===== src/cbal_pkg.sv =====
// Shared types, constants, coefficient ROM and microprogram for the cascaded
// biquad angle low-pass filter. No dependencies.
`default_nettype none

package cbal_pkg;

   localparam int SAMPLE_W     = 32;
   localparam int STATE_W      = 50;
   localparam int COEF_W       = 32;
   localparam int COEF_SHIFT   = 30;
   localparam int FRAC_BITS_DEF = 16;
   localparam int HISTORY_LEN  = 3;
   localparam int PAST         = HISTORY_LEN - 1;
   localparam int COEF_COUNT   = HISTORY_LEN + PAST;
   localparam int MAX_SECTIONS = 5;
   localparam int NUM_BANDS    = 4;
   localparam int BAND_W       = 2;
   localparam int SEC_W        = $clog2(MAX_SECTIONS);
   localparam int UPC_W        = 4;
   localparam int CSR_INDEX_W  = 2;
   localparam int CSR_DATA_W   = 2;

   // Register indexes on the configuration port.
   localparam logic [CSR_INDEX_W-1:0] CSR_BAND_SELECT = 2'd0;
   localparam logic [CSR_INDEX_W-1:0] CSR_BYPASS      = 2'd1;

   // Band codes.
   localparam logic [BAND_W-1:0] BAND_100HZ = 2'd0;
   localparam logic [BAND_W-1:0] BAND_200HZ = 2'd1;
   localparam logic [BAND_W-1:0] BAND_300HZ = 2'd2;
   localparam logic [BAND_W-1:0] BAND_500HZ = 2'd3;

   // Microprogram addresses.
   localparam logic [UPC_W-1:0] UPC_IDLE      = 4'd0;
   localparam logic [UPC_W-1:0] UPC_MAC_FIRST = 4'd1;
   localparam logic [UPC_W-1:0] UPC_ACC_LAST  = 4'd11;
   localparam logic [UPC_W-1:0] UPC_SEC_END   = 4'd12;
   localparam logic [UPC_W-1:0] UPC_FINISH    = 4'd13;

   // Multiplier operand source; the coefficient slot has the same number.
   typedef enum logic [2:0] {
      SRC_TAP0,
      SRC_TAP1,
      SRC_TAP2,
      SRC_HIST0,
      SRC_HIST1
   } src_sel_type;

   typedef enum logic [2:0] {
      JMP_NEXT,
      JMP_GOTO,
      JMP_WAIT_REQ,
      JMP_MORE_SEC,
      JMP_WAIT_OUT
   } jump_type;

   typedef struct packed {
      src_sel_type       src;
      logic              half_hi;
      logic              acc_en;
      logic              sec_end;
      logic              finish;
      logic              load;
      jump_type          jump;
      logic [UPC_W-1:0]  target;
   } uword_type;

   // Control handed from the sequencer to the datapath each cycle.
   typedef struct packed {
      src_sel_type       src;
      logic              half_hi;
      logic              acc_en;
      logic              sec_end;
      logic              load_fire;
      logic              finish_fire;
      logic [SEC_W-1:0]  sec;
   } dp_ctrl_type;

   // Per band and section: b0, b1, b2, -a1, -a2 in signed Q2.30.
   // Feedback terms are stored negated so every step is a plain add.
   localparam logic signed [COEF_W-1:0] COEF_ROM [NUM_BANDS][MAX_SECTIONS][COEF_COUNT] = '{
      '{ '{32'sd1026796, 32'sd2053592, 32'sd1026796, 32'sd2051537075, -32'sd981902434},
         '{default: '0}, '{default: '0}, '{default: '0}, '{default: '0} },
      '{ '{32'sd9673353, 32'sd19346706, 32'sd9673353, 32'sd1915323213, -32'sd880274800},
         '{32'sd97612908, 32'sd97612908, 32'sd0, 32'sd878516008, 32'sd0},
         '{default: '0}, '{default: '0}, '{default: '0} },
      '{ '{32'sd29077621, 32'sd58155242, 32'sd29077621, 32'sd1780874534, -32'sd823443195},
         '{32'sd24962914, 32'sd49925829, 32'sd24962914, 32'sd1528867107, -32'sd554976940},
         '{default: '0}, '{default: '0}, '{default: '0} },
      '{ '{32'sd168039564, 32'sd336079127, 32'sd168039564, 32'sd1223861824,
           -32'sd822278255},
         '{32'sd137729435, 32'sd275458869, 32'sd137729435, 32'sd1003107800,
           -32'sd480283714},
         '{32'sd120073470, 32'sd240146940, 32'sd120073470, 32'sd874516290,
           -32'sd281068345},
         '{32'sd110802399, 32'sd221604799, 32'sd110802399, 32'sd806993445,
           -32'sd176461218},
         '{32'sd340391218, 32'sd340391218, 32'sd0, 32'sd392959389, 32'sd0} }
   };

   function automatic logic [SEC_W-1:0] section_count(input logic [BAND_W-1:0] band);
      logic [SEC_W-1:0] n;
      unique case (band)
         BAND_100HZ: n = 3'd1;
         BAND_200HZ: n = 3'd2;
         BAND_300HZ: n = 3'd2;
         BAND_500HZ: n = 3'd5;
         default:    n = 3'd1;
      endcase
      return n;
   endfunction

   function automatic uword_type mac_word(input src_sel_type src, input logic half_hi,
                                          input logic acc_en);
      uword_type w;
      w = '{src: src, half_hi: half_hi, acc_en: acc_en, sec_end: 1'b0, finish: 1'b0,
            load: 1'b0, jump: JMP_NEXT, target: UPC_IDLE};
      return w;
   endfunction

   // The microprogram: one load step, ten multiply steps (low and high half of
   // each of the five operands), a drain step, a section end that loops while
   // sections remain, and a finish step that waits for the output register.
   function automatic uword_type ucode_rom(input logic [UPC_W-1:0] upc);
      uword_type w;
      w = '{src: SRC_TAP0, half_hi: 1'b0, acc_en: 1'b0, sec_end: 1'b0, finish: 1'b0,
            load: 1'b0, jump: JMP_NEXT, target: UPC_IDLE};
      unique case (upc)
         UPC_IDLE: begin
            w.load   = 1'b1;
            w.jump   = JMP_WAIT_REQ;
            w.target = UPC_MAC_FIRST;
         end
         4'd1:  w = mac_word(SRC_TAP0,  1'b0, 1'b0);
         4'd2:  w = mac_word(SRC_TAP0,  1'b1, 1'b1);
         4'd3:  w = mac_word(SRC_TAP1,  1'b0, 1'b1);
         4'd4:  w = mac_word(SRC_TAP1,  1'b1, 1'b1);
         4'd5:  w = mac_word(SRC_TAP2,  1'b0, 1'b1);
         4'd6:  w = mac_word(SRC_TAP2,  1'b1, 1'b1);
         4'd7:  w = mac_word(SRC_HIST0, 1'b0, 1'b1);
         4'd8:  w = mac_word(SRC_HIST0, 1'b1, 1'b1);
         4'd9:  w = mac_word(SRC_HIST1, 1'b0, 1'b1);
         4'd10: w = mac_word(SRC_HIST1, 1'b1, 1'b1);
         UPC_ACC_LAST: w.acc_en = 1'b1;
         UPC_SEC_END: begin
            w.sec_end = 1'b1;
            w.jump    = JMP_MORE_SEC;
            w.target  = UPC_MAC_FIRST;
         end
         UPC_FINISH: begin
            w.finish = 1'b1;
            w.jump   = JMP_WAIT_OUT;
            w.target = UPC_IDLE;
         end
         default: begin
            w.jump   = JMP_GOTO;
            w.target = UPC_IDLE;
         end
      endcase
      return w;
   endfunction

endpackage

`default_nettype wire


===== src/cbal_sequencer.sv =====
// Microcode sequencer: step counter, program ROM, section counter and the
// handshake control. Depends on cbal_pkg.
`default_nettype none

module cbal_sequencer (
   input  logic                           clock,
   input  logic                           reset,
   input  logic [cbal_pkg::BAND_W-1:0]    band_select,
   input  logic                           req_valid,
   output logic                           req_ready,
   output logic                           rsp_valid,
   input  logic                           rsp_ready,
   output cbal_pkg::dp_ctrl_type          ctrl
);
   import cbal_pkg::*;

   logic [UPC_W-1:0] upc_ff, upc_in;
   logic [SEC_W-1:0] sec_ff, sec_in;
   logic             rsp_valid_ff, rsp_valid_in;
   uword_type        uw;
   logic             req_fire;
   logic             out_free;
   logic             more_sec;

   assign uw        = ucode_rom(upc_ff);
   assign req_ready = (upc_ff == UPC_IDLE) && !reset;
   assign req_fire  = req_valid && req_ready;
   assign out_free  = !rsp_valid_ff || rsp_ready;
   assign more_sec  = (sec_ff + SEC_W'(1)) < section_count(band_select);
   assign rsp_valid = rsp_valid_ff;

   // Next step address.
   always_comb begin
      unique case (uw.jump)
         JMP_NEXT:     upc_in = upc_ff + UPC_W'(1);
         JMP_GOTO:     upc_in = uw.target;
         JMP_WAIT_REQ: upc_in = req_fire ? uw.target : upc_ff;
         JMP_MORE_SEC: upc_in = more_sec ? uw.target : upc_ff + UPC_W'(1);
         JMP_WAIT_OUT: upc_in = out_free ? uw.target : upc_ff;
         default:      upc_in = UPC_IDLE;
      endcase
   end

   always_comb begin
      priority if (uw.load) begin
         sec_in = '0;
      end else if (uw.sec_end && more_sec) begin
         sec_in = sec_ff + SEC_W'(1);
      end else begin
         sec_in = sec_ff;
      end
   end

   // Control word for the datapath.
   always_comb begin
      ctrl.src         = uw.src;
      ctrl.half_hi     = uw.half_hi;
      ctrl.acc_en      = uw.acc_en;
      ctrl.sec_end     = uw.sec_end;
      ctrl.load_fire   = uw.load && req_fire;
      ctrl.finish_fire = uw.finish && out_free;
      ctrl.sec         = sec_ff;
   end

   always_comb begin
      priority if (uw.finish && out_free) begin
         rsp_valid_in = 1'b1;
      end else if (rsp_ready) begin
         rsp_valid_in = 1'b0;
      end else begin
         rsp_valid_in = rsp_valid_ff;
      end
   end

   always_ff @(posedge clock) begin
      if (reset) begin
         upc_ff       <= UPC_IDLE;
         sec_ff       <= '0;
         rsp_valid_ff <= 1'b0;
      end else begin
         upc_ff       <= upc_in;
         sec_ff       <= sec_in;
         rsp_valid_ff <= rsp_valid_in;
      end
   end

endmodule

`default_nettype wire


===== src/cbal_datapath.sv =====
// Datapath: tap and history registers, the shared split multiplier, the
// accumulator with scaling and saturation, and the output register.
// Depends on cbal_pkg.
`default_nettype none

module cbal_datapath #(
   parameter int FRAC_BITS = cbal_pkg::FRAC_BITS_DEF
) (
   input  logic                            clock,
   input  logic                            reset,
   input  cbal_pkg::dp_ctrl_type           ctrl,
   input  logic [cbal_pkg::BAND_W-1:0]     band_select,
   input  logic                            bypass,
   input  logic [cbal_pkg::SAMPLE_W-1:0]   req_angle_sample,
   output logic [cbal_pkg::SAMPLE_W-1:0]   rsp_filtered_angle,
   output logic                            rsp_clipped
);
   import cbal_pkg::*;

   // Operand width covers both the scaled input code and a section output.
   localparam int OPW     = (STATE_W > SAMPLE_W + 1 + FRAC_BITS) ? STATE_W
                                                                 : SAMPLE_W + 1 + FRAC_BITS;
   localparam int LO_W    = OPW / 2;
   localparam int HI_W    = OPW - LO_W;
   localparam int MUL_B_W = HI_W + 1;
   localparam int PROD_W  = COEF_W + MUL_B_W;
   localparam int ACC_W   = COEF_W + OPW + 3;
   localparam int IP_W    = STATE_W - 1 - FRAC_BITS;

   logic signed [OPW-1:0]     tap_ff [HISTORY_LEN];
   logic signed [OPW-1:0]     tap_in [HISTORY_LEN];
   logic signed [STATE_W-1:0] hist0_ff [MAX_SECTIONS];
   logic signed [STATE_W-1:0] hist1_ff [MAX_SECTIONS];
   logic [SAMPLE_W-1:0]       ih_ff [PAST];
   logic [SAMPLE_W-1:0]       code_ff;
   logic signed [ACC_W-1:0]   prod_ff, prod_in;
   logic signed [ACC_W-1:0]   acc_ff, acc_in;
   logic [SAMPLE_W-1:0]       out_ff, out_in;
   logic                      clip_ff, clip_in;

   logic signed [STATE_W-1:0] h0, h1;
   logic signed [OPW-1:0]     opnd;
   logic [2:0]                coef_idx;
   logic signed [COEF_W-1:0]  coef;
   logic [LO_W-1:0]           opnd_lo;
   logic signed [HI_W-1:0]    opnd_hi;
   logic signed [MUL_B_W-1:0] mul_b;
   logic signed [PROD_W-1:0]  prod;
   logic signed [ACC_W-1:0]   prod_ext;
   logic signed [ACC_W-1:0]   acc_sh;
   logic                      fits;
   logic signed [STATE_W-1:0] y;
   logic signed [STATE_W-1:0] yl;
   logic [STATE_W:0]          mag;
   logic [IP_W-1:0]           ip_u;
   logic [63:0]               ip_wide;

   assign h0       = hist0_ff[ctrl.sec];
   assign h1       = hist1_ff[ctrl.sec];
   assign coef_idx = ctrl.src;
   assign coef     = COEF_ROM[band_select][ctrl.sec][coef_idx];

   always_comb begin
      unique case (ctrl.src)
         SRC_TAP0:  opnd = tap_ff[0];
         SRC_TAP1:  opnd = tap_ff[1];
         SRC_TAP2:  opnd = tap_ff[2];
         SRC_HIST0: opnd = OPW'(h0);
         SRC_HIST1: opnd = OPW'(h1);
         default:   opnd = '0;
      endcase
   end

   // The operand is taken in two halves: unsigned low half, signed high half.
   always_comb begin
      opnd_lo  = opnd[LO_W-1:0];
      opnd_hi  = opnd[OPW-1:LO_W];
      mul_b    = ctrl.half_hi ? MUL_B_W'(opnd_hi) : $signed(MUL_B_W'({1'b0, opnd_lo}));
      prod     = coef * mul_b;
      prod_ext = ACC_W'(prod);
      prod_in  = ctrl.half_hi ? (prod_ext <<< LO_W) : prod_ext;
   end

   always_comb begin
      priority if (ctrl.load_fire || ctrl.sec_end) begin
         acc_in = '0;
      end else if (ctrl.acc_en) begin
         acc_in = acc_ff + prod_ff;
      end else begin
         acc_in = acc_ff;
      end
   end

   // Floor shift by the coefficient scale, then saturate to the state width.
   always_comb begin
      acc_sh = acc_ff >>> COEF_SHIFT;
      fits   = (&acc_sh[ACC_W-1:STATE_W-1]) || !(|acc_sh[ACC_W-1:STATE_W-1]);
      if (fits) begin
         y = acc_sh[STATE_W-1:0];
      end else if (acc_sh[ACC_W-1]) begin
         y = {1'b1, {(STATE_W-1){1'b0}}};
      end else begin
         y = {1'b0, {(STATE_W-1){1'b1}}};
      end
   end

   always_comb begin
      priority if (ctrl.load_fire) begin
         tap_in[0] = OPW'({req_angle_sample, {FRAC_BITS{1'b0}}});
         tap_in[1] = OPW'({ih_ff[0], {FRAC_BITS{1'b0}}});
         tap_in[2] = OPW'({ih_ff[1], {FRAC_BITS{1'b0}}});
      end else if (ctrl.sec_end) begin
         tap_in[0] = OPW'(y);
         tap_in[1] = OPW'(h0);
         tap_in[2] = OPW'(h1);
      end else begin
         tap_in[0] = tap_ff[0];
         tap_in[1] = tap_ff[1];
         tap_in[2] = tap_ff[2];
      end
   end

   // Result: the last section output sits in the first tap.
   always_comb begin
      yl      = tap_ff[0][STATE_W-1:0];
      mag     = -{yl[STATE_W-1], yl};
      ip_u    = yl[STATE_W-2:FRAC_BITS];
      ip_wide = 64'(ip_u);
      if (bypass) begin
         out_in  = code_ff;
         clip_in = 1'b0;
      end else if (yl[STATE_W-1]) begin
         out_in  = '0;
         clip_in = |mag[STATE_W:FRAC_BITS];
      end else if (ip_wide > {32'd0, {SAMPLE_W{1'b1}}}) begin
         out_in  = {SAMPLE_W{1'b1}};
         clip_in = 1'b1;
      end else begin
         out_in  = ip_wide[SAMPLE_W-1:0];
         clip_in = 1'b0;
      end
   end

   always_ff @(posedge clock) begin
      prod_ff <= prod_in;
      acc_ff  <= acc_in;
      for (int i = 0; i < HISTORY_LEN; i++) begin
         tap_ff[i] <= tap_in[i];
      end
      if (ctrl.load_fire) begin
         code_ff <= req_angle_sample;
      end
      if (ctrl.finish_fire) begin
         out_ff  <= out_in;
         clip_ff <= clip_in;
      end
   end

   always_ff @(posedge clock) begin
      if (reset) begin
         for (int i = 0; i < MAX_SECTIONS; i++) begin
            hist0_ff[i] <= '0;
            hist1_ff[i] <= '0;
         end
         for (int i = 0; i < PAST; i++) begin
            ih_ff[i] <= '0;
         end
      end else begin
         if (ctrl.sec_end) begin
            hist0_ff[ctrl.sec] <= y;
            hist1_ff[ctrl.sec] <= h0;
         end
         if (ctrl.finish_fire) begin
            ih_ff[1] <= ih_ff[0];
            ih_ff[0] <= code_ff;
         end
      end
   end

   assign rsp_filtered_angle = out_ff;
   assign rsp_clipped        = clip_ff;

endmodule

`default_nettype wire


===== src/cascaded_biquad_angle_lowpass.sv =====
// Top level of the cascaded biquad angle low-pass filter: configuration
// registers and the sequencer and datapath. Depends on cbal_pkg,
// cbal_sequencer and cbal_datapath.
//
// Usage: an angle code enters on the req_ channel (valid/ready); one result
// item leaves on the rsp_ channel with the filtered code and a clip flag.
// Registers are written on the csr_ channel, which is ready whenever reset is
// low: index 0 selects the band, index 1 the bypass; other indexes are
// ignored. Write them only while no item is in flight.
// One item is worked at a time. A shared 32-bit-coefficient multiplier takes
// each of the five products of a section in two halves; the bands use
// 1, 2, 2 or 5 sections. The next item is accepted only once the result
// has gone to the output register and the block is back in its idle step.
// The output register holds the result while the receiver stalls; the block
// still accepts the next item and computes it, then waits in its last step
// until the held result is taken.
// Synchronous reset clears all filter history, empties the output register,
// holds both ready outputs low and sets band_select to 1 and bypass to 1.
`default_nettype none

module cascaded_biquad_angle_lowpass #(
   parameter int FRAC_BITS = cbal_pkg::FRAC_BITS_DEF
) (
   input  logic                              clock,
   input  logic                              reset,
   input  logic                              req_valid,
   output logic                              req_ready,
   input  logic [cbal_pkg::SAMPLE_W-1:0]     req_angle_sample,
   output logic                              rsp_valid,
   input  logic                              rsp_ready,
   output logic [cbal_pkg::SAMPLE_W-1:0]     rsp_filtered_angle,
   output logic                              rsp_clipped,
   input  logic                              csr_valid,
   output logic                              csr_ready,
   input  logic [cbal_pkg::CSR_INDEX_W-1:0]  csr_index,
   input  logic [cbal_pkg::CSR_DATA_W-1:0]   csr_wdata
);
   import cbal_pkg::*;

   logic [BAND_W-1:0] band_ff, band_in;
   logic              bypass_ff, bypass_in;
   dp_ctrl_type       ctrl;

   // The register file takes a write in every cycle outside reset.
   assign csr_ready = !reset;

   // Only the register's own width is kept from the write data.
   always_comb begin
      band_in   = band_ff;
      bypass_in = bypass_ff;
      if (csr_valid && csr_ready) begin
         unique case (csr_index)
            CSR_BAND_SELECT: band_in   = csr_wdata[BAND_W-1:0];
            CSR_BYPASS:      bypass_in = csr_wdata[0];
            default: begin
               band_in   = band_ff;
               bypass_in = bypass_ff;
            end
         endcase
      end
   end

   always_ff @(posedge clock) begin
      if (reset) begin
         band_ff   <= BAND_200HZ;
         bypass_ff <= 1'b1;
      end else begin
         band_ff   <= band_in;
         bypass_ff <= bypass_in;
      end
   end

   cbal_sequencer u_seq (
      .clock       (clock),
      .reset       (reset),
      .band_select (band_ff),
      .req_valid   (req_valid),
      .req_ready   (req_ready),
      .rsp_valid   (rsp_valid),
      .rsp_ready   (rsp_ready),
      .ctrl        (ctrl)
   );

   cbal_datapath #(
      .FRAC_BITS (FRAC_BITS)
   ) u_dp (
      .clock              (clock),
      .reset              (reset),
      .ctrl               (ctrl),
      .band_select        (band_ff),
      .bypass             (bypass_ff),
      .req_angle_sample   (req_angle_sample),
      .rsp_filtered_angle (rsp_filtered_angle),
      .rsp_clipped        (rsp_clipped)
   );

endmodule

`default_nettype wire


===== config.mk =====
export PLATFORM = sky130hd
export DESIGN_NAME = cascaded_biquad_angle_lowpass
export DESIGN_NICKNAME = d
export VERILOG_FILES = /design/src/cbal_pkg.sv /design/src/cbal_sequencer.sv /design/src/cbal_datapath.sv /design/src/cascaded_biquad_angle_lowpass.sv
export SDC_FILE = /design/constraint.sdc
export NUM_CORES = 2
export LEC_CHECK = 0
export ABC_CLOCK_PERIOD_IN_PS = 10700
export BUFFER_PORTS_ARGS = -buffer_cell sky130_fd_sc_hd__buf_4
export CAP_MARGIN = 20
export CORE_UTILIZATION = 45
export DETAILED_ROUTE_END_ITERATION = 8
export GPL_TIMING_DRIVEN = 0
export PLACE_DENSITY = 0.69
export SYNTH_ARGS = -nofsm -noshare
export SYNTH_HDL_FRONTEND = slang
export SYNTH_SLANG_ARGS = --single-unit
export TNS_END_PERCENT = 30

===== constraint.sdc =====
create_clock -name clock -period 10.7 [get_ports clock]
set_input_delay 2.675 -clock clock [delete_from_list [all_inputs] [get_ports clock]]
set_output_delay 2.675 -clock clock [all_outputs]
set_load 0.005 [all_outputs]

==> impl_metrics.ini <==
[run_status]
outcome = finished clean

[clock_network]
htree_num_levels = 3
clk_path_buf_depth = 3
ctsHoldBuffers = 0
clkSinkCount = 1261
tritoncts = built
cts_root_buf = clkbuf_16
worst_skew_pair.late_latency_ps = 830
worst_setup_hold_path_clk_slew_ps = 70
cts_buffers = 117

[grt]
gr-usage-all-layers_pct = 35.6
globalRouteOverflowTotal = 0
pin_count_of_the_biggest_net_entering_global_routing = 52
antenna_found_initial = 32
grt_pass1_vias = 66700
grt_pass1_wl_um = 493000

[routing]
remaining_drc_errors = 0
first_pass_iters = 6
drt-total-wl_um = 351000
vias = 68000
drt-wirelength-per-cell_um = 31.5
drt_iter0_drc = 8769
avgViaCountPerCell = 6.12
ant_nets = 0

[critical_path]
timing.critical_path.slowest_cell_delay_ps = 620
critical-path-top-cell-by-count = fa_1
worstSetupPathType = flop to flop
critical_path_arrival_ps = 11230
start_kind = flop
slowest_stage = fa_2
worstSetupEndpointType = flop
critical_path_required_ps = 11300
critical_path.max_fanout = 10

[synthesis]
synth.top_cell.area_share_pct = 35.4
synth_top_cells_by_count = nor2_1 (1,066), edfxtp_1 (1,025), inv_1 (1,025)
fraction_of_the_mapped_netlist_area_in_adder_cells_pct = 23.5
synthMostInstantiatedCell = nor2_1
postSynth.asyncResetShare_pct = 0
synth-seq-cells = 1261
post_synth_inst_count = 8134
ys_dominant_reg_cell = edfxtp_1
synth_top_cell_by_area = edfxtp_1
post_synth.cell_area_avg_um2 = 10.7
synth-compound-area-share_pct = 8.88
synth_sequential_area_ratio_pct = 40.8
number_of_enable_type_register_cells_in_the_synthesized_netlist = 1025
post_synth_and_or_nand_nor_area_fraction_pct = 12.2
synth_xor_area_share_pct = 1.51
post_synth_mux_area_share_pct = 6.48
combinational_family_with_the_most_area_after_synthesis = adder cells
yosysUniqueCellTypes = 90
synth.area.top_cells = edfxtp_1 (35%), fa_1 (20%), dfxtp_1 (5.4%)
yosys_warnings = 0
syn_area_um2 = 87000
post_synthesis_net_count = 9292

[floorplan]
initial_core_util_pct = 45.3
num_rows = 161
core_region_area_um2 = 192000
top_level_ports = 77
die_y_um = 442
fp.dieArea_um2 = 195000
die_width_um = 442

[placed_design]
place_congestion = 1.02
port-buffer-count = 76
dpl.cell_count = 10900
placed_cell_area_um2 = 92800
post-dp-hpwl_um = 274000

[cells_and_area]
stdcell_area_um2 = 98400
post_route_cells_drive_above_1_share_pct = 12.9
n_fill_cell = 17200
area_growth_syn_to_layout_pct = 13.1
final_net_count = 9636
post_route_core_utilization_pct = 51.2
stdcell_count = 11100

[pwr]
maximum_vdd_drop_uv = 246
static_power_due_to_leakage_nw = 40.3
p_clk_share_pct = 25.1
seq_power_share_pct = 34.1
net_switching_power_of_the_design_mw = 6.72
power_density_nw_per_um2 = 169
report.power.total_mw = 16.7
pwr-share-comb_pct = 40.8
power_switching_share_pct = 40.3
cellInternalPower_mw = 9.94

[sta]
worst_pin_slew_ps = 1200
number_of_endpoints_failing_setup_at_the_final_stage = 0
timing.max_slew.rel_slack_pct = 19.8
final-hold-violation-count = 0
fin_worst_skew_ps = 109
period_minus_slack_ps = 10640
clock.fmax_ghz = 0.0940
min_period_over_period_pct = 99.4
drv_slew = 0

[worst_hold_path]
type_of_the_worst_min_delay_path = flop to flop

[run]
cap_viol_max_count = 0
[what timing repair did]
item,CTS,global route
pin swaps,9,16
gates cloned,0,0
setup endpoints to repair,70,42
gates resized for setup,445,163
buffers inserted,15,20
[sequential cells by signal (all words and copies together) (netlist names), 4 cells and up, named ones only]
signal / count
u_dp.hist0_ff: 400
u_dp.hist1_ff: 400
u_dp.tap_ff: 150
u_dp.acc_ff: 85
u_dp.prod_ff: 83
u_dp.ih_ff: 64
u_dp.code_ff: 32
u_dp.rsp_filtered_angle: 32
u_seq.upc_ff: 4
[power by group through the flow]
stage / clock network [mW] / logic, mW / registers (mW)
5_1_grt: 4.35 / 7.19 / 5.69
2_1_floorplan: 0 / 3.79 / 5.71
6_report: 4.18 / 6.79 / 5.68
3_3_place_gp: 0 / 6.44 / 5.80
3_5_place_dp: 0 / 6.48 / 5.78
4_1_cts: 4.17 / 6.62 / 5.68
[through the flow]
stage,setup TNS [ps],setup slack [ps],hold slack (ps)
after floorplan,0,73.4,432
after global placement,-1404250,-7930,442
after detailed placement,-145080,-3110,449
after CTS,-29.2,-11.6,459
after global routing,-25.2,-9.69,478
final,0,64.5,456
[layout by cell type, fill, tap and decap left out, types with 23 or more instances in the layout]
master	count
buf_6	43
o21ai_0	361
buf_8	42
edfxtp_1	1025
fa_1	847
clkbuf_2	57
clkinv_1	30
a21oi_2	34
clkbuf_4	65
nand2_1	959
a21o_1	59
inv_1	1018
dfxtp_1	232
a31oi_1	26
xnor2_1	98
and3_1	88
buf_2	52
buf_4	192
nor3_1	50
nand4_1	43
a221oi_1	37
o21bai_1	29
mux2i_1	68
nor2_1	1052
ha_1	255
and2_1	53
nand2b_1	49
o31ai_1	44
clkbuf_16	120
mux2i_2	35
nand3_1	97
clkbuf_1	238
xor2_1	51
mux4_2	200
o21a_1	23
a211oi_1	40
nor2b_1	31
a21oi_1	341
[layer usage]
metal | global-route usage (%) | vias up | share of wire [%]
li1 | - | 28000 | -
met1 | 49.2 | 34500 | 39
met2 | 50.7 | 4601 | 42
met3 | 10.2 | 824 | 13
met4 | 19.2 | 28 | 6.7
met5 | 0.0733 | - | 0.055
[worst paths after layout]
check / from / to / slack (ps) / depth (start not counted)
hold / removal: u_dp.acc_ff[22]$_SDFFE_PP0P_ / u_dp.acc_ff[22]$_SDFFE_PP0P_ / 460 / 2
hold reg to reg: u_dp.acc_ff[22]$_SDFFE_PP0P_ / u_dp.acc_ff[22]$_SDFFE_PP0P_ / 460 / 2
setup reg to reg: flop / u_dp.prod_ff[81]$_DFF_P_ / 60 / 35
setup / recovery: flop / u_dp.prod_ff[81]$_DFF_P_ / 60 / 35
[cell type report]
class,count,area (um^2),area share (%)
clock inverters,65,573,0.582
diodes,10,25.0,0.0254
flip-flops and latches,1261,35500,36.1
clock buffers,153,3180,3.23
inverters,1029,3890,3.95
multi-input cells,5354,46900,47.7
plain buffers,464,2440,2.48
well taps,2526,3160,3.21
repair buffers,251,2710,2.75
[logic make-up (layout without fill, tap and decap cells)]
kind of cell / Yosys count / in the layout
other cells: 0 / 10
compound gates: 1243 / 1243
flops: 1261 / 1261
buf+inv: 1519 / 1962
xor+xnor: 150 / 150
mux: 313 / 313
simple gates: 2531 / 2531
fa+ha+maj: 1117 / 1117
[critical path, delay by kind of cell (launching register included)]
kind	cells	cell delay [ps]
fa+ha+maj	8	3920
buf+inv	11	2480
compound gates	8	1530
simple gates	5	1020
mux	2	940
flops	1	330
xor+xnor	1	240
Power figures use the tool's default switching activity.
